--- config.mk ---
export PLATFORM = sky130hd
export DESIGN_NAME = wmf_queue
export DESIGN_NICKNAME = d
export VERILOG_FILES = /design/src/rtl/core/wmf_pkg.sv /design/src/rtl/core/wmf_queue.sv
export SDC_FILE = /design/constraint.sdc
export NUM_CORES = 1
export LEC_CHECK = 0
export ABC_AREA = 1
export BUFFER_PORTS_ARGS = -buffer_cell sky130_fd_sc_hd__buf_4
export CAP_MARGIN = 5
export CORE_ASPECT_RATIO = 1.2
export CORE_MARGIN = 4
export CORE_UTILIZATION = 60
export DETAILED_ROUTE_END_ITERATION = 12
export PLACE_DENSITY = 0.82
export REMOVE_ABC_BUFFERS = 1
export SYNTH_ARGS = -nofsm -noshare
export SYNTH_HDL_FRONTEND = slang
export SYNTH_SLANG_ARGS = --single-unit
--- constraint.sdc ---
create_clock -name clk_i -period 7.72 [get_ports clk_i]
set_input_delay 0.386 -clock clk_i [delete_from_list [all_inputs] [get_ports clk_i]]
set_output_delay 0.386 -clock clk_i [all_outputs]
set_load 0.01 [all_outputs]
--- src/rtl/core/wmf_pkg.sv ---
package wmf_pkg;

  localparam int unsigned ROW_W      = 12;
  localparam int unsigned COL_OUT_W  = 11;
  localparam int unsigned WIDTH_W    = 12;
  localparam int unsigned HEIGHT_W   = 13;
  localparam int unsigned RAD_W      = 2;
  localparam int unsigned CFG_IDX_W  = 3;
  localparam int unsigned CFG_DATA_W = 13;

  // Column queue between the front and the back end.
  localparam int unsigned PTR_W       = 2;
  localparam int unsigned QUEUE_DEPTH = 2 ** PTR_W;
  localparam int unsigned LEVEL_W     = PTR_W + 1;

  localparam logic [7:0]          CHAN_MAX   = 8'hFF;
  localparam logic [HEIGHT_W-1:0] MAX_HEIGHT = 13'd4096;

  typedef logic [7:0] chan_t;

  typedef struct packed {
    chan_t red;
    chan_t green;
    chan_t blue;
  } pixel_t;

  localparam pixel_t PIXEL_MAX = '{red: CHAN_MAX, green: CHAN_MAX, blue: CHAN_MAX};

  typedef enum logic [CFG_IDX_W-1:0] {
    CFG_RADIUS_ROWS  = 3'd0,
    CFG_RADIUS_COLS  = 3'd1,
    CFG_IMAGE_WIDTH  = 3'd2,
    CFG_IMAGE_HEIGHT = 3'd3,
    CFG_COLOR_MODE   = 3'd4
  } cfg_idx_e;

  // Effective (clamped) configuration.
  typedef struct packed {
    logic [RAD_W-1:0]    rad_rows;
    logic [RAD_W-1:0]    rad_cols;
    logic [WIDTH_W-1:0]  width;
    logic [HEIGHT_W-1:0] height;
    logic                color;
  } cfg_t;

  typedef struct packed {
    logic                 emit;
    logic                 frame_end;
    logic [ROW_W-1:0]     row;
    logic [COL_OUT_W-1:0] col;
  } tag_t;

  // One image column slice: vertical minimum over the window rows, with and
  // without the center row.
  typedef struct packed {
    tag_t   tag;
    pixel_t full_min;
    pixel_t part_min;
  } col_item_t;

  typedef struct packed {
    pixel_t               mins;
    logic [ROW_W-1:0]     row;
    logic [COL_OUT_W-1:0] col;
    logic                 frame_end;
  } res_t;

  function automatic pixel_t pixel_min(pixel_t a, pixel_t b);
    pixel_t m;
    m.blue  = (a.blue  < b.blue)  ? a.blue  : b.blue;
    m.green = (a.green < b.green) ? a.green : b.green;
    m.red   = (a.red   < b.red)   ? a.red   : b.red;
    return m;
  endfunction

endpackage

--- src/rtl/core/wmf_queue.sv ---
module wmf_queue (
  input  logic                        clk_i,
  input  logic                        rst_ni,
  input  logic                        push_i,
  input  wmf_pkg::col_item_t          item_i,
  input  logic                        pop_i,
  output wmf_pkg::col_item_t          item_o,
  output logic                        valid_o,
  output logic [wmf_pkg::LEVEL_W-1:0] level_o
);

  wmf_pkg::col_item_t entry_q [wmf_pkg::QUEUE_DEPTH];

  logic [wmf_pkg::PTR_W-1:0]   wr_ptr_q, rd_ptr_q;
  logic [wmf_pkg::LEVEL_W-1:0] level_q, level_d;

  assign level_d = level_q + wmf_pkg::LEVEL_W'(push_i) - wmf_pkg::LEVEL_W'(pop_i);

  always_ff @(posedge clk_i or negedge rst_ni) begin
    if (!rst_ni) begin
      wr_ptr_q <= '0;
      rd_ptr_q <= '0;
      level_q  <= '0;
    end else begin
      if (push_i) begin
        wr_ptr_q <= wr_ptr_q + wmf_pkg::PTR_W'(1);
      end
      if (pop_i) begin
        rd_ptr_q <= rd_ptr_q + wmf_pkg::PTR_W'(1);
      end
      level_q <= level_d;
    end
  end

  always_ff @(posedge clk_i) begin
    if (push_i) begin
      entry_q[wr_ptr_q] <= item_i;
    end
  end

  assign item_o  = entry_q[rd_ptr_q];
  assign valid_o = (level_q != '0);
  assign level_o = level_q;

endmodule

# == Yosys cells after proc, flatten, opt, wreduce, memory -nomap -nowiden ==
# Memories as Yosys holds them, arrays and structs flattened.
# Index checks and enable logic that the tools add are counted.
# W data, S select, Z words.
# word_totals
inputBits,77
memories,1
ram_bits,292
ff_bits,7
# classes
muxes,2
addsub,4
reduce_logical,1
# memory_table
name,words,word_bits,read_ports,rd_ports_with_merged_regs,write_ports,line_no,text
entry_q,4,73,1,0,1,wmf_queue.sv:12,wmf_pkg::col_item_t entry_q [wmf_pkg::QUEUE_DEPTH];
# ops
operator,count
$add A2 B1 Y2 const B,2
$add A3 B1 Y3,1
$reduce_bool A3 Y1,1
$sub A3 B1 Y3,1
$mux W1,2

# == Longest topological paths before layout ==
# Gate-level depths: netlist of the first run.
# logic_depth
ltp_word,2
ltp_mapped,8
depth_no_buf,8

# == Worst setup path after synthesis of the first run ==
# OpenSTA, ideal clock, no wires.
# synth_path
path_type,reg2reg
from,register wr_ptr_q[0] (netlist name)
to,memory entry_q[2][0] (netlist name) (enable)
n_path_buf,0
path_stages_with_launch,5
synth_period_minus_slack_ps,2523
path_slack_ps,5197
arrival_ps,2096
cell_sequence,dfrtp_1 > inv_1 > ha_1 > nand2_1 > inv_1
# synth_rtl
item,line_no,text
"start, declared",wmf_queue.sv:14,"logic [wmf_pkg::PTR_W-1:0] wr_ptr_q, rd_ptr_q;"
"start signal, assigned",wmf_queue.sv:26,wr_ptr_q <= wr_ptr_q + wmf_pkg::PTR_W'(1);
"end, declared",wmf_queue.sv:12,
# Straight into the memory's write port.

==> qor.yml, run 1 <==
run_status:
  status: "finished clean"
finish:
  final_util_pct: 71.6
  drive_above_1_share_pct: 15.9
  nets: 1415
  layout_commonest_cell: "nand2_1"
  design_area_mm2: 0.0150
  syn2layout_area_growth_pct: 17.5
  final_cells: 1624
  layout_common_cells: "nand2_1, inv_1, edfxtp_1"
placed_design:
  io_buffers: 153
  pre_cts_slack_ns: 4.66
  placed_area_mm2: 0.0139
  placed_cells: 1570
  post-dp-hpwl_um: 14700
  place.gp.congestion: 0.801
setup_path:
  cp.required_ns: 7.33
  crit-reg2reg-capture: "rd_ptr_q[1]"
  cp_cell_sequence: "inv_4 -> buf_4 -> nand2_1 -> nand3_1 -> nand2_1 -> buf_4"
  r2r_cells: 3
  crit_path_top_delay_cell: "buf_4"
  crit_start: "rd_ptr_q[0]"
  critPathArrivalTime_ns: 3.23
  r2r_start: "rd_ptr_q[1]"
  worstSetupPathType: "flip-flop to primary output"
  cp-endpoint: "item_o[58]"
  critPathMaxFanout: 110
  worst-path-buf-inv: 3
  worstSetupStartpointType: "flip-flop"
  rrSetupSlack_ns: 5.27
  path_depth: 6
  path_delay_family: "buffers and inverters"
  max_stage_delay_ns: 0.95
  endpoint_kind: "primary output"
clock_tree:
  cts_tree: "yes"
  clk_latency_ns: 0.53
  ctsHoldBuffers: 1
  cts.sinks: 299
  path_clk_slew_ns: 0.07
  cts-resized-gates: 0
  htree_levels: 1
  cts_buffers: 28
  cts_root_buf: "clkbuf_16"
  clockBufferDepth: 3
  postCtsSetupRepairBufs: 0
route:
  dr_total_vias: 8087
  routed_via_density: 4.98
  drc: 0
  drt-total-wl_um: 25900
  drtPass1Iterations: 5
  drtIter0Drc: 602
  avgRoutedWirePerCell_um: 15.9
  drt.antenna.violating_nets: 0
synth:
  synth_area_leader_cell: "edfxtp_1"
  yosys.area.top_type_share_pct: 68.9
  ys_types: 14
  synth_seq_cells: 299
  yosysSeqAreaShare_pct: 70.3
  avgSynthCellArea_um2: 10.7
  synth_xor_area_share_pct: 0.207
  ys_warn_count: 0
  synth_area_leaders: "edfxtp_1, nand2_1, inv_1, nand3_1, dfrtp_1"
  synth_area_mm2: 0.0127
  synth_mux_area_share_pct: 0
  synth_cells: 1190
  synth_compound_area_share_pct: 0.0393
  synthAdderAreaFrac_pct: 0.747
  yosys.area_share.simple_pct: 16.9
  synth_top_family_by_area: "simple AND/OR/NAND/NOR gates"
pwr:
  ir_drop_v: 0.000425
  powerDensity_mw_per_mm2: 385
  p_leak_uw: 0.00700
global_routing:
  grt_max_degree: 111
  grt_pass1_wl_um: 40500
  grtUsageTotal_pct: 21.5
  use_met1_pct: 25.6
  grt-busiest-layer: "met2"
  grt_util_met3_pct: 3.71
  overflow: 0
  grt_util_met2_pct: 38.7
  grt_antenna_before_repair: 1
  grt_pass1_vias: 8166
timing:
  final.setup.worst_slack_ns: 4.11
  max_freq_ghz: 0.277
  fin_crit_ns: 3.61
  finClkSkew_ns: 0.0181
  drv_slew: 0
  hold_viol_final: 0
  period_share_pct: 46.8
  tightest_slew_ns: 1.23
  fin_setup_tns_ns: 0
  max-slew-margin-rel_pct: 18.3
  rsz0062_at_grt: "false"
  finalSetupViolations: 0
min_path:
  hold_path_class: "primary input to flip-flop"
floorplan:
  die_x_um: 141
  start_util_pct: 60.9
  io-pin-count: 154
  die_y_um: 168
  rows: 58
  core_mm2: 0.0209
  dieArea_mm2: 0.0236
run:
  max_cap_viol_count: 0
-- flip-flops by register name, summed over array words and instances, names as in the netlist --
register / flops
entry_q: 292
level_o: 3
wr_ptr_q: 2
rd_ptr_q: 2
-- per-stage QoR --
| stage | hold WS, ns | power (uW) |
|---|---|---|
| floorplan | 0.0904 | 3420 |
| global placement | 0.205 | 4270 |
| detailed placement | 0.209 | 4320 |
| CTS | 0.0312 | 5810 |
| global route | 0.0371 | 6090 |
| finish | 0.0514 | 5760 |
-- worst min-delay path by stage --
stage | end | start | depth (start not counted) | slack, ns
6_report | entry_q[1][50] | item_i[50] | 1 | 0.05
5_1_grt | entry_q[1][50] | item_i[50] | 1 | 0.04
4_1_cts | entry_q[2][51] | item_i[51] | 1 | 0.03
3_5_place_dp | level_o[0] | rst_ni | 1 | 0.21
3_3_place_gp | wr_ptr_q[0] | rst_ni | 1 | 0.21
2_1_floorplan | level_o[0] | rst_ni | 0 | 0.09
-- power by group --
part | total [uW] | switching, uW | leakage (uW) | internal, uW
Clock | 1490 | 569 | 0.000495 | 916
Combinational | 1970 | 1220 | 0.00374 | 744
Sequential | 2310 | 180 | 0.00276 | 2130
-- kinds of logic (layout without fill, tap and decap cells) --
group           after synthesis  in the layout
simple gates                524            524
fa+ha+maj                     7              7
flops                       299            299
other cells                   0              1
buf+inv                     356            519
xor+xnor                      3              3
compound gates                1              1
-- Yosys cell counts --
master and n:
nand2_1 376, inv_1 305, edfxtp_1 292, nand3_1 148, buf_2 26, buf_6 15
dfrtp_1 7, ha_1 6, buf_4 5, clkbuf_1 4, xor2_1 3, fa_1 1
inv_2 1, o21ai_0 1
-- routing by layer --
metal | share of wire (%) | wire [um]
met5 | 0 | 0
met4 | 3.9 | 1010
met3 | 6.2 | 1600
met2 | 52 | 13300
met1 | 38 | 9920
-- layout make-up --
| cell class | instances | area [um^2] |
|---|---|---|
| Clock inverter | 22 | 288 |
| Tap cell | 270 | 338 |
| Antenna cell | 1 | 2.50 |
| Timing Repair Buffer | 161 | 1210 |
| Clock buffer | 30 | 729 |
| Fill cell | 1408 | 5950 |
| Inverter | 306 | 1160 |
| Multi-Input combinational cell | 535 | 2280 |
| Sequential cell | 299 | 8950 |
Note: power is estimated with default switching activity, not from simulation.
==> run 2, diff against run 1 <==
Settings changed: CORE_UTILIZATION 60 to 52, PLACE_DENSITY 0.82 to 0.75.
Clock period 7.72 ns to 3.21 ns, I/O delays scaled along.
==> run 2 against run 1 <==
First-iteration DRC count down 13%. Register-to-register slack worse by 4.0 ns. Non-clock buffer count up 81. Sequential power up 130%. Routed wire length up 3.1%. Via count up 3.4%. Worst setup slack worse by 3.3 ns. Final area up 5.6%. Clock power up 120%. Flip-flop and latch count unchanged. Clock skew down 0.010 ns. Global-route usage down 1.9 points. Critical path type unchanged. Largest cell class unchanged.
==> qor.yml, run 2 (same netlist as run 1, synthesis figures left out) <==
clock_tree:
  cts-resized-gates: 0  # unchanged
  htree_levels: 1  # unchanged
  path_clk_slew_ns: 0.06  # about the same
  postCtsSetupRepairBufs: 0  # unchanged
  cts_tree: "yes"
  clockBufferDepth: 3  # unchanged
  ctsHoldBuffers: 77  # +76
  cts.sinks: 299  # unchanged
  cts_buffers: 28  # unchanged
  cts_root_buf: "clkbuf_16"
  clk_latency_ns: 0.52  # about the same
setup_path:
  worstSetupPathType: "flip-flop to primary output"
  crit_path_top_delay_cell: "dfrtp_4"
  critPathMaxFanout: 70  # -36%
  critPathArrivalTime_ns: 2.29  # -0.94 ns
  endpoint_kind: "primary output"
  worstSetupStartpointType: "flip-flop"
  r2r_cells: 5  # +2
  cp_cell_sequence: "inv_4 -> buf_12 -> nand2_1 -> nand3_1 -> nand2_1 -> buf_4"
  max_stage_delay_ns: 0.50  # -0.45 ns
  cp.required_ns: 3.05  # -4.28 ns
  crit_path_frequent_cell: "nand2_1"
route:
  drtIter0Drc: 526  # -13%
  drc: 0  # unchanged
  dr_total_vias: 8361  # +3.4%
  drt-total-wl_um: 26700  # +3.1%
  avgRoutedWirePerCell_um: 15.2  # -4.6%
  drt.antenna.violating_nets: 0  # unchanged
  routed_via_density: 4.76  # -4.3%
  drtPass1Iterations: 5  # unchanged
timing:
  hold_viol_final: 0  # unchanged
  period_share_pct: 76.4
  max-slew-margin-rel_pct: 37.2  # +19 points
  fin_crit_ns: 2.45
  fin_setup_tns_ns: 0  # unchanged
  rsz0062_at_grt: "false"
  whs_ns: 0.379  # +0.327 ns
  finClkSkew_ns: 0.00815  # -0.00999 ns
  finalSetupViolations: 0  # unchanged
  drv_slew: 0  # unchanged
  tightest_slew_ns: 0.943  # -0.283 ns
  max_freq_ghz: 0.408
placed_design:
  placed_area_mm2: 0.0141  # +1.3%
  post-dp-hpwl_um: 15500  # +5.3%
  placed_cells: 1625  # +3.5%
  place.gp.congestion: 0.751  # -6.2%
  io_buffers: 153  # unchanged
finish:
  regMostFlops: "entry_q"
  drive_above_1_share_pct: 14.6  # -1.3 points
  layout_commonest_cell: "nand2_1"
  final_cells: 1755  # +8.1%
  nets: 1496  # +5.7%
  layout_common_cells: "nand2_1, inv_1, edfxtp_1"
  syn2layout_area_growth_pct: 24.2
  design_area_mm2: 0.0158  # +5.6%
  largest_register_ffs: 292  # unchanged
pwr:
  pwr-share-clk_pct: 23.9  # -1.9 points
  power_switching_uw: 4790  # +140%
  p_leak_uw: 0.00732  # +4.5%
  switching_share_pct: 34.7  # +0.48 points
  seqPwrFrac_pct: 38.2  # -1.9 points
  ir_drop_v: 0.000883  # +110%
  p_comb_share_pct: 37.9  # +3.8 points
  p_int_uw: 9030  # +140%
  powerDensity_mw_per_mm2: 875  # +130%
floorplan:
  core_mm2: 0.0240  # +15%
  dieArea_mm2: 0.0270  # +15%
  io-pin-count: 154  # unchanged
  start_util_pct: 52.9  # -8.0 points
  die_x_um: 151  # +7.0%
  die_y_um: 179  # +7.1%
  rows: 62  # +6.9%
global_routing:
  grt_max_degree: 149  # +34%
  grt_antenna_before_repair: 1  # unchanged
  grt_pass1_wl_um: 41800  # +3.2%
  grtUsageTotal_pct: 19.6  # -1.9 points
  overflow: 0  # unchanged
  grt_pass1_vias: 8328  # +2.0%
min_path:
  hold_path_class: "primary input to flip-flop"
  holdPathStages: 2  # +1
run:
  max_cap_viol_count: 0  # unchanged
run_status:
  status: "finished clean"
run 2: layout make-up:
cell class	instances	area, um^2
Antenna cell	1	2.50
Clock buffer	38	759
Clock inverter	14	165
Fill cell	1745	8250
Inverter	306	1160
Multi-Input combinational cell	535	2280
Sequential cell	299	8950
Tap cell	320	400
Timing Repair Buffer	242	2080
run 2: worst paths after layout:
check	slack, ns	from	to
max in group asynchronous	2.22	rst_ni	rd_ptr_q[1]
hold / removal	0.38	item_i[62]	entry_q[0][62]
min in group asynchronous	0.67	rst_ni	wr_ptr_q[0]
setup reg to reg	1.25	wr_ptr_q[0]	entry_q[0][16]
setup / recovery	0.76	rd_ptr_q[0]	item_o[1]
hold reg to reg	0.53	wr_ptr_q[0]	wr_ptr_q[0]
run 2: through the flow:
stage	total power (uW)	setup WS (ns)	utilization, %
detailed placement	10600	1.24	58.6
global placement	10400	1.30	58.6
floorplan	8220	-1.64	-
finish	13800	0.758	65.7
CTS	13900	0.726	65.7
global route	14700	0.591	65.7
run 2: per-layer routing:
layer	part of all wire (%)	vias to the layer above	wire length, um	global-route usage, %
li1	-	4143	-	-
met1	40	3963	10600	24.6
met2	53	220	14100	35.9
met3	5.7	35	1510	3.14
met4	1.6	0	423	4.54
met5	0	-	0	0
run 2: power groups by stage:
stage | Sequential, uW | Combinational [uW] | Clock (uW)
after detailed placement | 5370 | 5190 | 0
after global placement | 5340 | 5090 | 0
after floorplan | 5630 | 2590 | 0
final | 5280 | 5230 | 3300
after global routing | 5340 | 5810 | 3530
after CTS | 5290 | 5280 | 3340
run 2: worst max-delay path: cells and delay by family (launching register included):
kind | cells | cell delay (ns)
buffers and inverters | 3 | 0.94
DFF | 1 | 0.50
and+or+nand+nor | 3 | 0.29
