**src/rtl/core/wmf_pkg.sv**
```systemverilog
package wmf_pkg;

  localparam int unsigned ROW_W      = 12;
  localparam int unsigned COL_OUT_W  = 11;
  localparam int unsigned WIDTH_W    = 12;
  localparam int unsigned HEIGHT_W   = 13;
  localparam int unsigned RAD_W      = 2;
  localparam int unsigned CFG_IDX_W  = 3;
  localparam int unsigned CFG_DATA_W = 13;

  // Column queue between the front and the back end.
  localparam int unsigned PTR_W       = 2;
  localparam int unsigned QUEUE_DEPTH = 2 ** PTR_W;
  localparam int unsigned LEVEL_W     = PTR_W + 1;

  localparam logic [7:0]          CHAN_MAX   = 8'hFF;
  localparam logic [HEIGHT_W-1:0] MAX_HEIGHT = 13'd4096;

  typedef logic [7:0] chan_t;

  typedef struct packed {
    chan_t red;
    chan_t green;
    chan_t blue;
  } pixel_t;

  localparam pixel_t PIXEL_MAX = '{red: CHAN_MAX, green: CHAN_MAX, blue: CHAN_MAX};

  typedef enum logic [CFG_IDX_W-1:0] {
    CFG_RADIUS_ROWS  = 3'd0,
    CFG_RADIUS_COLS  = 3'd1,
    CFG_IMAGE_WIDTH  = 3'd2,
    CFG_IMAGE_HEIGHT = 3'd3,
    CFG_COLOR_MODE   = 3'd4
  } cfg_idx_e;

  // Effective (clamped) configuration.
  typedef struct packed {
    logic [RAD_W-1:0]    rad_rows;
    logic [RAD_W-1:0]    rad_cols;
    logic [WIDTH_W-1:0]  width;
    logic [HEIGHT_W-1:0] height;
    logic                color;
  } cfg_t;

  typedef struct packed {
    logic                 emit;
    logic                 frame_end;
    logic [ROW_W-1:0]     row;
    logic [COL_OUT_W-1:0] col;
  } tag_t;

  // One image column slice: vertical minimum over the window rows, with and
  // without the center row.
  typedef struct packed {
    tag_t   tag;
    pixel_t full_min;
    pixel_t part_min;
  } col_item_t;

  typedef struct packed {
    pixel_t               mins;
    logic [ROW_W-1:0]     row;
    logic [COL_OUT_W-1:0] col;
    logic                 frame_end;
  } res_t;

  function automatic pixel_t pixel_min(pixel_t a, pixel_t b);
    pixel_t m;
    m.blue  = (a.blue  < b.blue)  ? a.blue  : b.blue;
    m.green = (a.green < b.green) ? a.green : b.green;
    m.red   = (a.red   < b.red)   ? a.red   : b.red;
    return m;
  endfunction

endpackage

```
**src/rtl/core/wmf_back.sv**
```systemverilog
module wmf_back #(
  parameter int unsigned MAX_RADIUS = 3
) (
  input  logic                          clk_i,
  input  logic                          rst_ni,
  input  logic [wmf_pkg::RAD_W-1:0]     rad_cols_i,
  input  logic                          q_valid_i,
  input  wmf_pkg::col_item_t            q_item_i,
  output logic                          q_pop_o,
  input  logic                          res_pop_i,
  output logic                          res_valid_o,
  output wmf_pkg::res_t                 res_o
);

  localparam int unsigned STACK_N = 2 * MAX_RADIUS + 1;

  // Column minima of the most recent columns, newest at index zero.
  wmf_pkg::pixel_t full_sr_q [STACK_N];
  wmf_pkg::pixel_t part_sr_q [STACK_N];

  logic            a_valid_q;
  wmf_pkg::tag_t   a_tag_q;
  logic            b_valid_q;
  wmf_pkg::res_t   b_res_q;
  logic            a_ready, b_ready;
  wmf_pkg::pixel_t win_min;

  assign b_ready = !b_valid_q || res_pop_i;
  assign a_ready = !a_valid_q || b_ready;
  assign q_pop_o = q_valid_i && a_ready;

  // Horizontal minimum; the center column contributes its minimum without
  // the center pixel.
  always_comb begin
    win_min = wmf_pkg::PIXEL_MAX;
    for (int k = 0; k < STACK_N; k++) begin
      if (k <= 2 * int'(rad_cols_i)) begin
        if (k == int'(rad_cols_i)) begin
          win_min = wmf_pkg::pixel_min(win_min, part_sr_q[k]);
        end else begin
          win_min = wmf_pkg::pixel_min(win_min, full_sr_q[k]);
        end
      end
    end
  end

  always_ff @(posedge clk_i or negedge rst_ni) begin
    if (!rst_ni) begin
      a_valid_q <= 1'b0;
      b_valid_q <= 1'b0;
    end else begin
      if (a_ready) begin
        a_valid_q <= q_pop_o && q_item_i.tag.emit;
      end
      if (b_ready) begin
        b_valid_q <= a_valid_q;
      end
    end
  end

  always_ff @(posedge clk_i) begin
    if (q_pop_o) begin
      full_sr_q[0] <= q_item_i.full_min;
      part_sr_q[0] <= q_item_i.part_min;
      for (int k = 1; k < STACK_N; k++) begin
        full_sr_q[k] <= full_sr_q[k-1];
        part_sr_q[k] <= part_sr_q[k-1];
      end
      a_tag_q <= q_item_i.tag;
    end
    if (b_ready && a_valid_q) begin
      b_res_q.mins      <= win_min;
      b_res_q.row       <= a_tag_q.row;
      b_res_q.col       <= a_tag_q.col;
      b_res_q.frame_end <= a_tag_q.frame_end;
    end
  end

  assign res_valid_o = b_valid_q;
  assign res_o       = b_res_q;

endmodule

```
**config.mk**
```make
export PLATFORM = sky130hd
export DESIGN_NAME = wmf_back
export DESIGN_NICKNAME = d
export VERILOG_FILES = /design/src/rtl/core/wmf_pkg.sv /design/src/rtl/core/wmf_back.sv
export SDC_FILE = /design/constraint.sdc
export NUM_CORES = 1
export LEC_CHECK = 0
export ABC_AREA = 0
export BUFFER_PORTS_ARGS = -buffer_cell sky130_fd_sc_hd__buf_4
export CAP_MARGIN = 20
export CORE_ASPECT_RATIO = 0.75
export CORE_MARGIN = 8
export CORE_UTILIZATION = 50
export CTS_BUF_LIST = sky130_fd_sc_hd__clkbuf_4
export CTS_CLUSTER_SIZE = 30
export DETAILED_ROUTE_END_ITERATION = 8
export MAX_ROUTING_LAYER = met4
export PLACE_DENSITY = 0.68
export REMOVE_ABC_BUFFERS = 1
export SLEW_MARGIN = 20
export SYNTH_ARGS = -nofsm -noshare
export SYNTH_HDL_FRONTEND = slang
export SYNTH_SLANG_ARGS = --single-unit
```
**constraint.sdc**
```tcl
create_clock -name clk_i -period 68.6 [get_ports clk_i]
set_input_delay 6.86 -clock clk_i [delete_from_list [all_inputs] [get_ports clk_i]]
set_output_delay 6.86 -clock clk_i [all_outputs]
set_load 0.05 [all_outputs]
```
==> Word level (Yosys, flattened, before mapping) <==
Memories as Yosys holds them, arrays and structs flattened.
Cells that the tools add are included.
{ "totals": {"mem_count": 2, "ramBits": 336, "ff_bits": 74, "wordCells": 110} }
{ "classes": {"order_cmp": 40, "n_mux": 46, "n_eq_ne": 3, "reduce_logical": 8} }
{ "memory_table": {"columns": ["name", "depth", "word_bits", "rd", "rd_clocked_by_memory_dff", "write_ports", "line", "source"], "rows": [
  ["full_sr_q", 7, 24, 7, 0, 7, "wmf_back.sv:18", "wmf_pkg::pixel_t full_sr_q [STACK_N];"],
  ["part_sr_q", 7, 24, 6, 0, 7, "wmf_back.sv:19", "wmf_pkg::pixel_t part_sr_q [STACK_N];"]
]} }
{ "op_table": {"columns": ["cell", "n"], "rows": [
  ["2-to-1 mux 24 bit", 11],
  ["2-to-1 mux 8 bit", 33],
  ["< comparator 8 bit", 27],
  ["< comparator 8 bit, first input constant", 6],
  ["less-or-equal comparator 3 bit, first input constant", 3],
  ["less-or-equal comparator 1 x 3 -> 1 bit, first input constant", 2],
  ["less-or-equal comparator 2 x 3 -> 1 bit, first input constant", 2],
  ["equality test 2 bit, first input constant", 2],
  ["logical AND 1 bit", 3],
  ["equality test 1 x 2 -> 1 bit, first input constant", 1],
  ["zero test 1 bit", 2],
  ["zero test 2 bit", 1],
  ["logical OR 1 bit", 2],
  ["2-to-1 mux 1 bit", 2]
]} }

==> Logic depth before layout (Yosys ltp) <==
Gate-level depths: netlist (run 1).
{ "depth": {"word_depth": 25, "depth_mapped": 70, "depth_no_buf": 60} }

==> Worst setup path after synthesis (run 1) <==
No wires, ideal clock.
{ "synth_path": {"kind": "input to output", "startpoint": "input res_pop_i", "endpoint": "output q_pop_o", "path_buffers": 0, "path_slack_ps": 33075, "cell_stages": 2, "arrival_time_ps": 28665, "t_required_ps": 61740, "cell_sequence": "nor2b_1 a21boi_0"} }
{ "synth_between": {"elab_chain_cells": 3} }
{ "synth_rtl": {"columns": ["item", "line", "source"], "rows": [
  ["start, declared", "wmf_back.sv:10", "input logic res_pop_i,"],
  ["logical OR 1 bit", "wmf_back.sv:28", "assign b_ready = !b_valid_q || res_pop_i;"],
  ["logical OR 1 bit", "wmf_back.sv:29", "assign a_ready = !a_valid_q || b_ready;"],
  ["logical AND 1 bit", "wmf_back.sv:30", "assign q_pop_o = q_valid_i && a_ready;"],
  ["end, declared", "wmf_back.sv:9", "output logic q_pop_o,"]
]} }
Every way passes these cells.

==> flow_summary.json, run 1 <==
{
  "endpoint_kind": "flip-flop",
  "cts_buffers": 89,
  "multi_input_area_sq_um": 9290,
  "fin_crit_ns": 21.51,
  "syn_to_final_growth_pct": 12.9,
  "vdd_drop_max_mv": 0.0134,
  "intPower_mw": 0.424,
  "portBuffers": 128,
  "switching_share_pct": 35.1,
  "cts.sink_count": 338,
  "htree_levels": 3,
  "maxCapViolations": 0,
  "postCtsSetupBuffers": 0,
  "clk_latency_ns": 0.88,
  "worst-r2r-cell-count": 56,
  "num_rows": 64,
  "setup-tns-final_ns": 0,
  "path_buf_inv": 4,
  "cts_resized": 0,
  "first_pass_iters": 5,
  "overflow": 0,
  "worstSetupPathType": "in -> reg",
  "vias": 15400,
  "synthArstFlopShare_pct": 0.592,
  "slowest_delay_ns": 0.71,
  "nFillCells": 3456,
  "fmax_mhz": 46.5,
  "die_x_microns": 250,
  "path_clk_slew_ns": 0.07,
  "drt-wirelength-per-cell_microns": 20.2,
  "gp_routability_congestion": 0.931,
  "antenna_found_initial": 2,
  "syn-instance-count": 1801,
  "synth-seq-cells": 338,
  "run_status": "finished, final reports clean",
  "tightest_slew_ns": 1.01,
  "start_kind": "input pin",
  "tritoncts": "built",
  "fin_worst_skew_ns": 0.0907,
  "grt_pass1_wl_mm": 82.0,
  "cts_buffer_depth": 3,
  "hp-class": "reg -> reg",
  "synth_seq_area_share_pct": 49.6,
  "grt_pass1_vias": 14700,
  "drc": 0,
  "drt_wl_total_mm": 52.2,
  "syn-cell-area_sq_um": 20500,
  "ys.flop_type": "edfxtp_1",
  "fin_nets": 2251,
  "die_h_microns": 191,
  "antenna_left": 0,
  "clockPowerShare_pct": 26.4,
  "final_max_slew_viol_count": 0,
  "drive_above_1_share_pct": 19.1,
  "start_util_pct": 50.4,
  "synth_edf_count": 336,
  "grt_setup_unrepaired": "no",
  "p_per_area_nw_per_um2": 28.3,
  "p_leak_nw": 9.82,
  "hold_buffers": 0,
  "cts_root_buf": "clkbuf_4",
  "critPathRequiredTime_ns": 69.12,
  "hold_viol_final": 0,
  "crit_fanout": 38,
  "postSynthAreaPerCell_sq_um": 11.4,
  "cp_top_family": "compound AO/OA/AOI/OAI gates",
  "die_area_sq_um": 47700,
  "pin_count": 129,
  "holdPathStages": 0,
  "fin_area_sq_um": 23100,
  "setup_viol_count_final": 0,
  "finalCritPeriodShare_pct": 31.4,
  "worstPathArrival_ns": 22.04,
  "maxSlewHeadroom_pct": 32.4,
  "pwr-share-seq_pct": 39.7,
  "power_frac_comb_pct": 33.9,
  "yosysWarnings": 0,
  "placed_area_sq_um": 22000,
  "initialDrtViolationCount": 1406,
  "netSwitchingPower_mw": 0.229,
  "grt_usage_pct": 22.2,
  "cpMostUsedCell": "a21o_1",
  "grt_max_degree": 136,
  "ys_types": 102,
  "path_depth": 60,
  "via_per_inst": 5.96,
  "ff_latch_area_sq_um": 10100,
  "post-dp-hpwl_mm": 38.8,
  "coreArea_sq_um": 40600,
  "cpMaxStageDelayCell": "o22ai_1"
}
power by group through the flow:
stage                     clock network, mW  logic (mW)  registers (mW)
final                                 0.172       0.222           0.259
after global routing                  0.189       0.245           0.261
after CTS                             0.178       0.220           0.259
after detailed placement                  0       0.218           0.264
after global placement                    0       0.211           0.263
after floorplan                           0       0.149           0.280
cell families after synthesis:
group | share of synthesized area, %
AO/OA/AOI/OAI | 19.2
AND/OR/NAND/NOR | 9.16
flip-flops | 49.6
buffers and inverters | 5.12
adder cells (fa/ha/maj) | 11.6
multiplexers | 5.38
per-layer routing:
metal,global-route usage [%],part of all wire [%],up-vias,wire [microns]
met5,-,0,-,0
met4,5.89,1.8,0,939
met3,5.18,8.1,76,4250
met2,29.8,40,641,20900
met1,33.0,50,7334,26100
li1,-,-,7333,-
synthesized netlist by cell type (all sizes together) (6+ instances only):
| cell | n | area [sq um] |
|---|---|---|
| a2111oi | 7 | 80.1 |
| a211o | 19 | 166 |
| a211oi | 31 | 260 |
| a21boi | 7 | 52.6 |
| a21o | 50 | 383 |
| a21oi | 105 | 541 |
| a221o | 10 | 100 |
| a221oi | 9 | 78.8 |
| a22oi | 9 | 67.6 |
| a31o | 7 | 61.3 |
| a31oi | 13 | 118 |
| and2 | 12 | 75.1 |
| and3 | 12 | 75.1 |
| and4 | 8 | 70.1 |
| buf | 12 | 67.6 |
| clkbuf | 37 | 139 |
| edfxtp | 336 | 10100 |
| ha | 189 | 2360 |
| inv | 224 | 841 |
| mux2 | 60 | 709 |
| mux2i | 39 | 390 |
| nand2 | 77 | 289 |
| nand2b | 18 | 113 |
| nand3 | 31 | 155 |
| nand4 | 33 | 213 |
| nor2 | 113 | 427 |
| nor2b | 12 | 75.1 |
| nor3 | 21 | 110 |
| nor4 | 10 | 68.8 |
| o2111ai | 8 | 76.3 |
| o211a | 10 | 100 |
| o211ai | 20 | 150 |
| o21a | 18 | 143 |
| o21ai | 86 | 434 |
| o21ba | 6 | 60.1 |
| o21bai | 8 | 60.1 |
| o221a | 8 | 90.1 |
| o22ai | 16 | 100 |
| o311ai | 6 | 77.6 |
| o31a | 10 | 87.6 |
| o31ai | 20 | 155 |
| o32ai | 9 | 78.8 |
area by class of cell:
cell class              count  area share [%]
clock inverters            38           0.959
inverters                 224            3.64
repair buffers            140            4.60
flip-flops and latches    338            43.9
clock buffers             116            3.77
diodes                      6          0.0650
multi-input cells        1190            40.2
well taps                 528            2.86
state kept, by name, indices dropped and copies added (netlist names):
signal	flops
full_sr_q	168
part_sr_q	96
res_o	48
a_tag_q	24
a_valid_q	1
res_valid_o	1
path summary, 6_finish.rpt:
| kind | endpoint | startpoint | slack, ns |
|---|---|---|---|
| min in group asynchronous | res_valid_o | rst_ni | 5.83 |
| setup / recovery | res_o[36] | rad_cols_i[1] | 47.09 |
| max in group asynchronous | a_valid_q | rst_ni | 62.69 |
| hold reg to reg | res_o[15] | a_tag_q[14] | 0.41 |
| hold / removal | res_o[15] | a_tag_q[14] | 0.41 |
| setup reg to reg | res_o[36] | part_sr_q[0][9] | 53.81 |
cell usage in the layout (no fill, tap or decap), types with 10 or more instances in the layout:
master	synthesis	routed
a31oi_1	10	10
clkinv_1	0	21
a221o_1	10	10
and2_1	11	10
a211oi_1	27	27
nand4_1	32	32
mux2_2	49	49
buf_4	1	139
o21ai_0	77	77
nor3_1	20	20
nand2b_1	18	18
edfxtp_1	336	336
o22ai_1	16	16
and3_1	12	12
o31a_1	10	10
mux2i_1	39	39
o21a_1	17	17
nand3_1	31	31
clkbuf_4	0	116
ha_1	189	189
a21o_1	49	49
o31ai_1	19	19
a21oi_1	103	103
nor2_1	112	111
o211a_1	10	10
nand2_1	77	77
a211o_1	19	19
nor2b_1	12	12
inv_1	224	224
o211ai_1	20	20
clkinv_2	0	10
per-stage QoR:
| step | setup slack, ns | hold WS [ns] | utilization (%) | instances | power, mW |
|---|---|---|---|---|---|
| after global placement | 47.24 | 0.401 | 54.2 | 2420 | 0.474 |
| final | 47.09 | 0.407 | 56.9 | 2580 | 0.653 |
| after floorplan | 33.08 | 0.400 | - | 1752 | 0.429 |
| after detailed placement | 46.68 | 0.405 | 54.2 | 2420 | 0.482 |
| after global routing | 46.26 | 0.405 | 56.9 | 2580 | 0.695 |
| after CTS | 47.53 | 0.405 | 56.9 | 2574 | 0.657 |
Power figures use the tool's default switching activity.
==> run 2, diff against run 1 <==
- clock period: 68.6 -> 20.9 ns (I/O delays scaled with it)
==> run 2 against run 1 <==
  * Combinational power grew to 3.3 times the previous value
  * Core utilization up 0.24 points
  * Worst hold slack better by 0.0083 ns
  * Power rose to 3.4 times the previous value
  * Register-to-register slack got worse by 48 ns
  * Sequential share of layout area down 0.18 points
  * First-iteration DRC count is 7.0% higher
  * Design area rose by 0.42%
  * Sequential cell count is the same
  * Count of clock-buffer cells in the layout up 10
  * Critical path depth stayed put
  * Clock power increased to 3.6 times the previous value
  * Critical endpoint is now res_o[33]
  * Largest cell class unchanged
==> flow_summary.json, run 2 (same netlist as run 1, synthesis figures left out) <==
{
  "hold_buffers": 0,
  "cts.sink_count": 338,
  "top_register": "full_sr_q",
  "cts_resized": 0,
  "p_leak_nw": 9.88,
  "hold_viol_final": 0,
  "path_clk_slew_ns": 0.06,
  "cts_root_buf": "clkbuf_4",
  "run_status": "finished, final reports clean",
  "die_x_microns": 250,
  "drc": 0,
  "maxCapViolations": 0,
  "crit_start": "rad_cols_i[0]",
  "grt_setup_unrepaired": "no",
  "grt_pass1_vias": 14900,
  "pin_count": 129,
  "die_h_microns": 191,
  "fin_worst_skew_ns": 0.0722,
  "maxSlewHeadroom_pct": 28.5,
  "cts_buffer_depth": 3,
  "initialDrtViolationCount": 1505,
  "setup_viol_count_final": 0,
  "tritoncts": "built",
  "post-dp-hpwl_mm": 38.4,
  "setup-tns-final_ns": 0,
  "antenna_found_initial": 1,
  "critPathRequiredTime_ns": 21.38,
  "grt_max_degree": 74,
  "holdCritStartpoint": "a_tag_q[12]",
  "grt_usage_pct": 22.0,
  "endpoint_kind": "flip-flop",
  "clk_latency_ns": 0.83,
  "final_max_slew_viol_count": 0,
  "drt-wirelength-per-cell_microns": 20.0,
  "reg2reg_from": "part_sr_q[0][9]",
  "vias": 15300,
  "dp_slack_ns": 3.64,
  "p_per_area_nw_per_um2": 94.5,
  "coreArea_sq_um": 40600,
  "postCtsSetupBuffers": 0,
  "cpMostUsedCell": "a21o_1",
  "num_rows": 64,
  "vdd_drop_max_mv": 0.0464,
  "slowest_delay_ns": 0.76,
  "via_per_inst": 5.94,
  "cpMaxStageDelayCell": "o22ai_1",
  "worstPathArrival_ns": 17.26,
  "final_common_cell": "edfxtp_1",
  "fmax_mhz": 59.6,
  "largest_reg_flops": 168,
  "antenna_left": 0,
  "portBuffers": 128,
  "hp-class": "reg -> reg",
  "tightest_slew_ns": 1.07,
  "die_area_sq_um": 47700,
  "first_pass_iters": 7,
  "drive_above_1_share_pct": 19.3,
  "gp_routability_congestion": 0.932,
  "cts_buffers": 86,
  "setup_ws_ns": 4.12,
  "worstSetupPathType": "in -> reg",
  "start_kind": "input pin",
  "overflow": 0,
  "htree_levels": 3,
  "finalCritPeriodShare_pct": 80.3,
  "fin_crit_ns": 16.78,
  "mostFrequentLayoutCells": "edfxtp_1, inv_1, ha_1",
  "syn_to_final_growth_pct": 13.4,
  "drt_wl_total_mm": 51.6,
  "grt_pass1_wl_mm": 81.5,
  "fin_nets": 2249,
  "crit_fanout": 56,
  "start_util_pct": 50.4
}
run 2: metrics by stage:
| step | power (mW) | hold slack, ns | std cells | util, % | area (sq um) |
|---|---|---|---|---|---|
| floorplan | 1.41 | 0.400 | 1752 | - | 20300 |
| global placement | 1.56 | 0.401 | 2421 | 54.2 | 22000 |
| detailed placement | 1.58 | 0.405 | 2421 | 54.2 | 22000 |
| CTS | 2.21 | 0.416 | 2573 | 57.1 | 23200 |
| global route | 2.33 | 0.420 | 2574 | 57.1 | 23200 |
| finish | 2.19 | 0.416 | 2574 | 57.1 | 23200 |
run 2: path summary, 6_finish.rpt:
| kind | depth (start not counted) | endpoint | slack (ns) |
|---|---|---|---|
| max in group asynchronous | 1 | a_valid_q | 19.72 |
| max | 60 | res_o[33] | 4.12 |
| min reg2reg | 0 | res_o[13] | 0.42 |
| min | 0 | res_o[13] | 0.42 |
| max reg2reg | 56 | res_o[33] | 6.28 |
| min in group asynchronous | 1 | a_valid_q | 1.10 |
run 2: final cells by class:
cell class | instances | area (sq um)
antenna | 1 | 2.50
clock buffer | 126 | 946
clock inverter | 26 | 260
fill | 3467 | 17400
inverter | 224 | 841
multi-input combinational | 1190 | 9290
sequential | 338 | 10100
tap | 528 | 661
timing repair buffer | 141 | 1060
run 2: where the power goes:
group | total [mW] | leakage (nW) | internal, mW | switching, mW
combinational | 0.725 | 5.89 | 0.290 | 0.435
sequential | 0.851 | 3.28 | 0.816 | 0.0350
clock | 0.617 | 0.705 | 0.349 | 0.268
total | 2.19 | 9.88 | 1.46 | 0.738
run 2: metal layers:
metal / GRT usage [%] / part of all wire (%) / vias up
li1: - / - / 7330
met1: 32.6 / 50 / 7194
met2: 29.5 / 40 / 670
met3: 4.77 / 8.4 / 85
met4: 6.97 / 2.1 / 0
met5: - / 0 / -
run 2: worst max-delay path: cells and delay by family:
kind | cells | cell delay [ns]
AO/OA/AOI/OAI | 32 | 7.42
adder cells (fa/ha/maj) | 6 | 1.77
buffers and inverters | 4 | 1.19
multiplexers | 2 | 0.66
AND/OR/NAND/NOR | 16 | 4.03
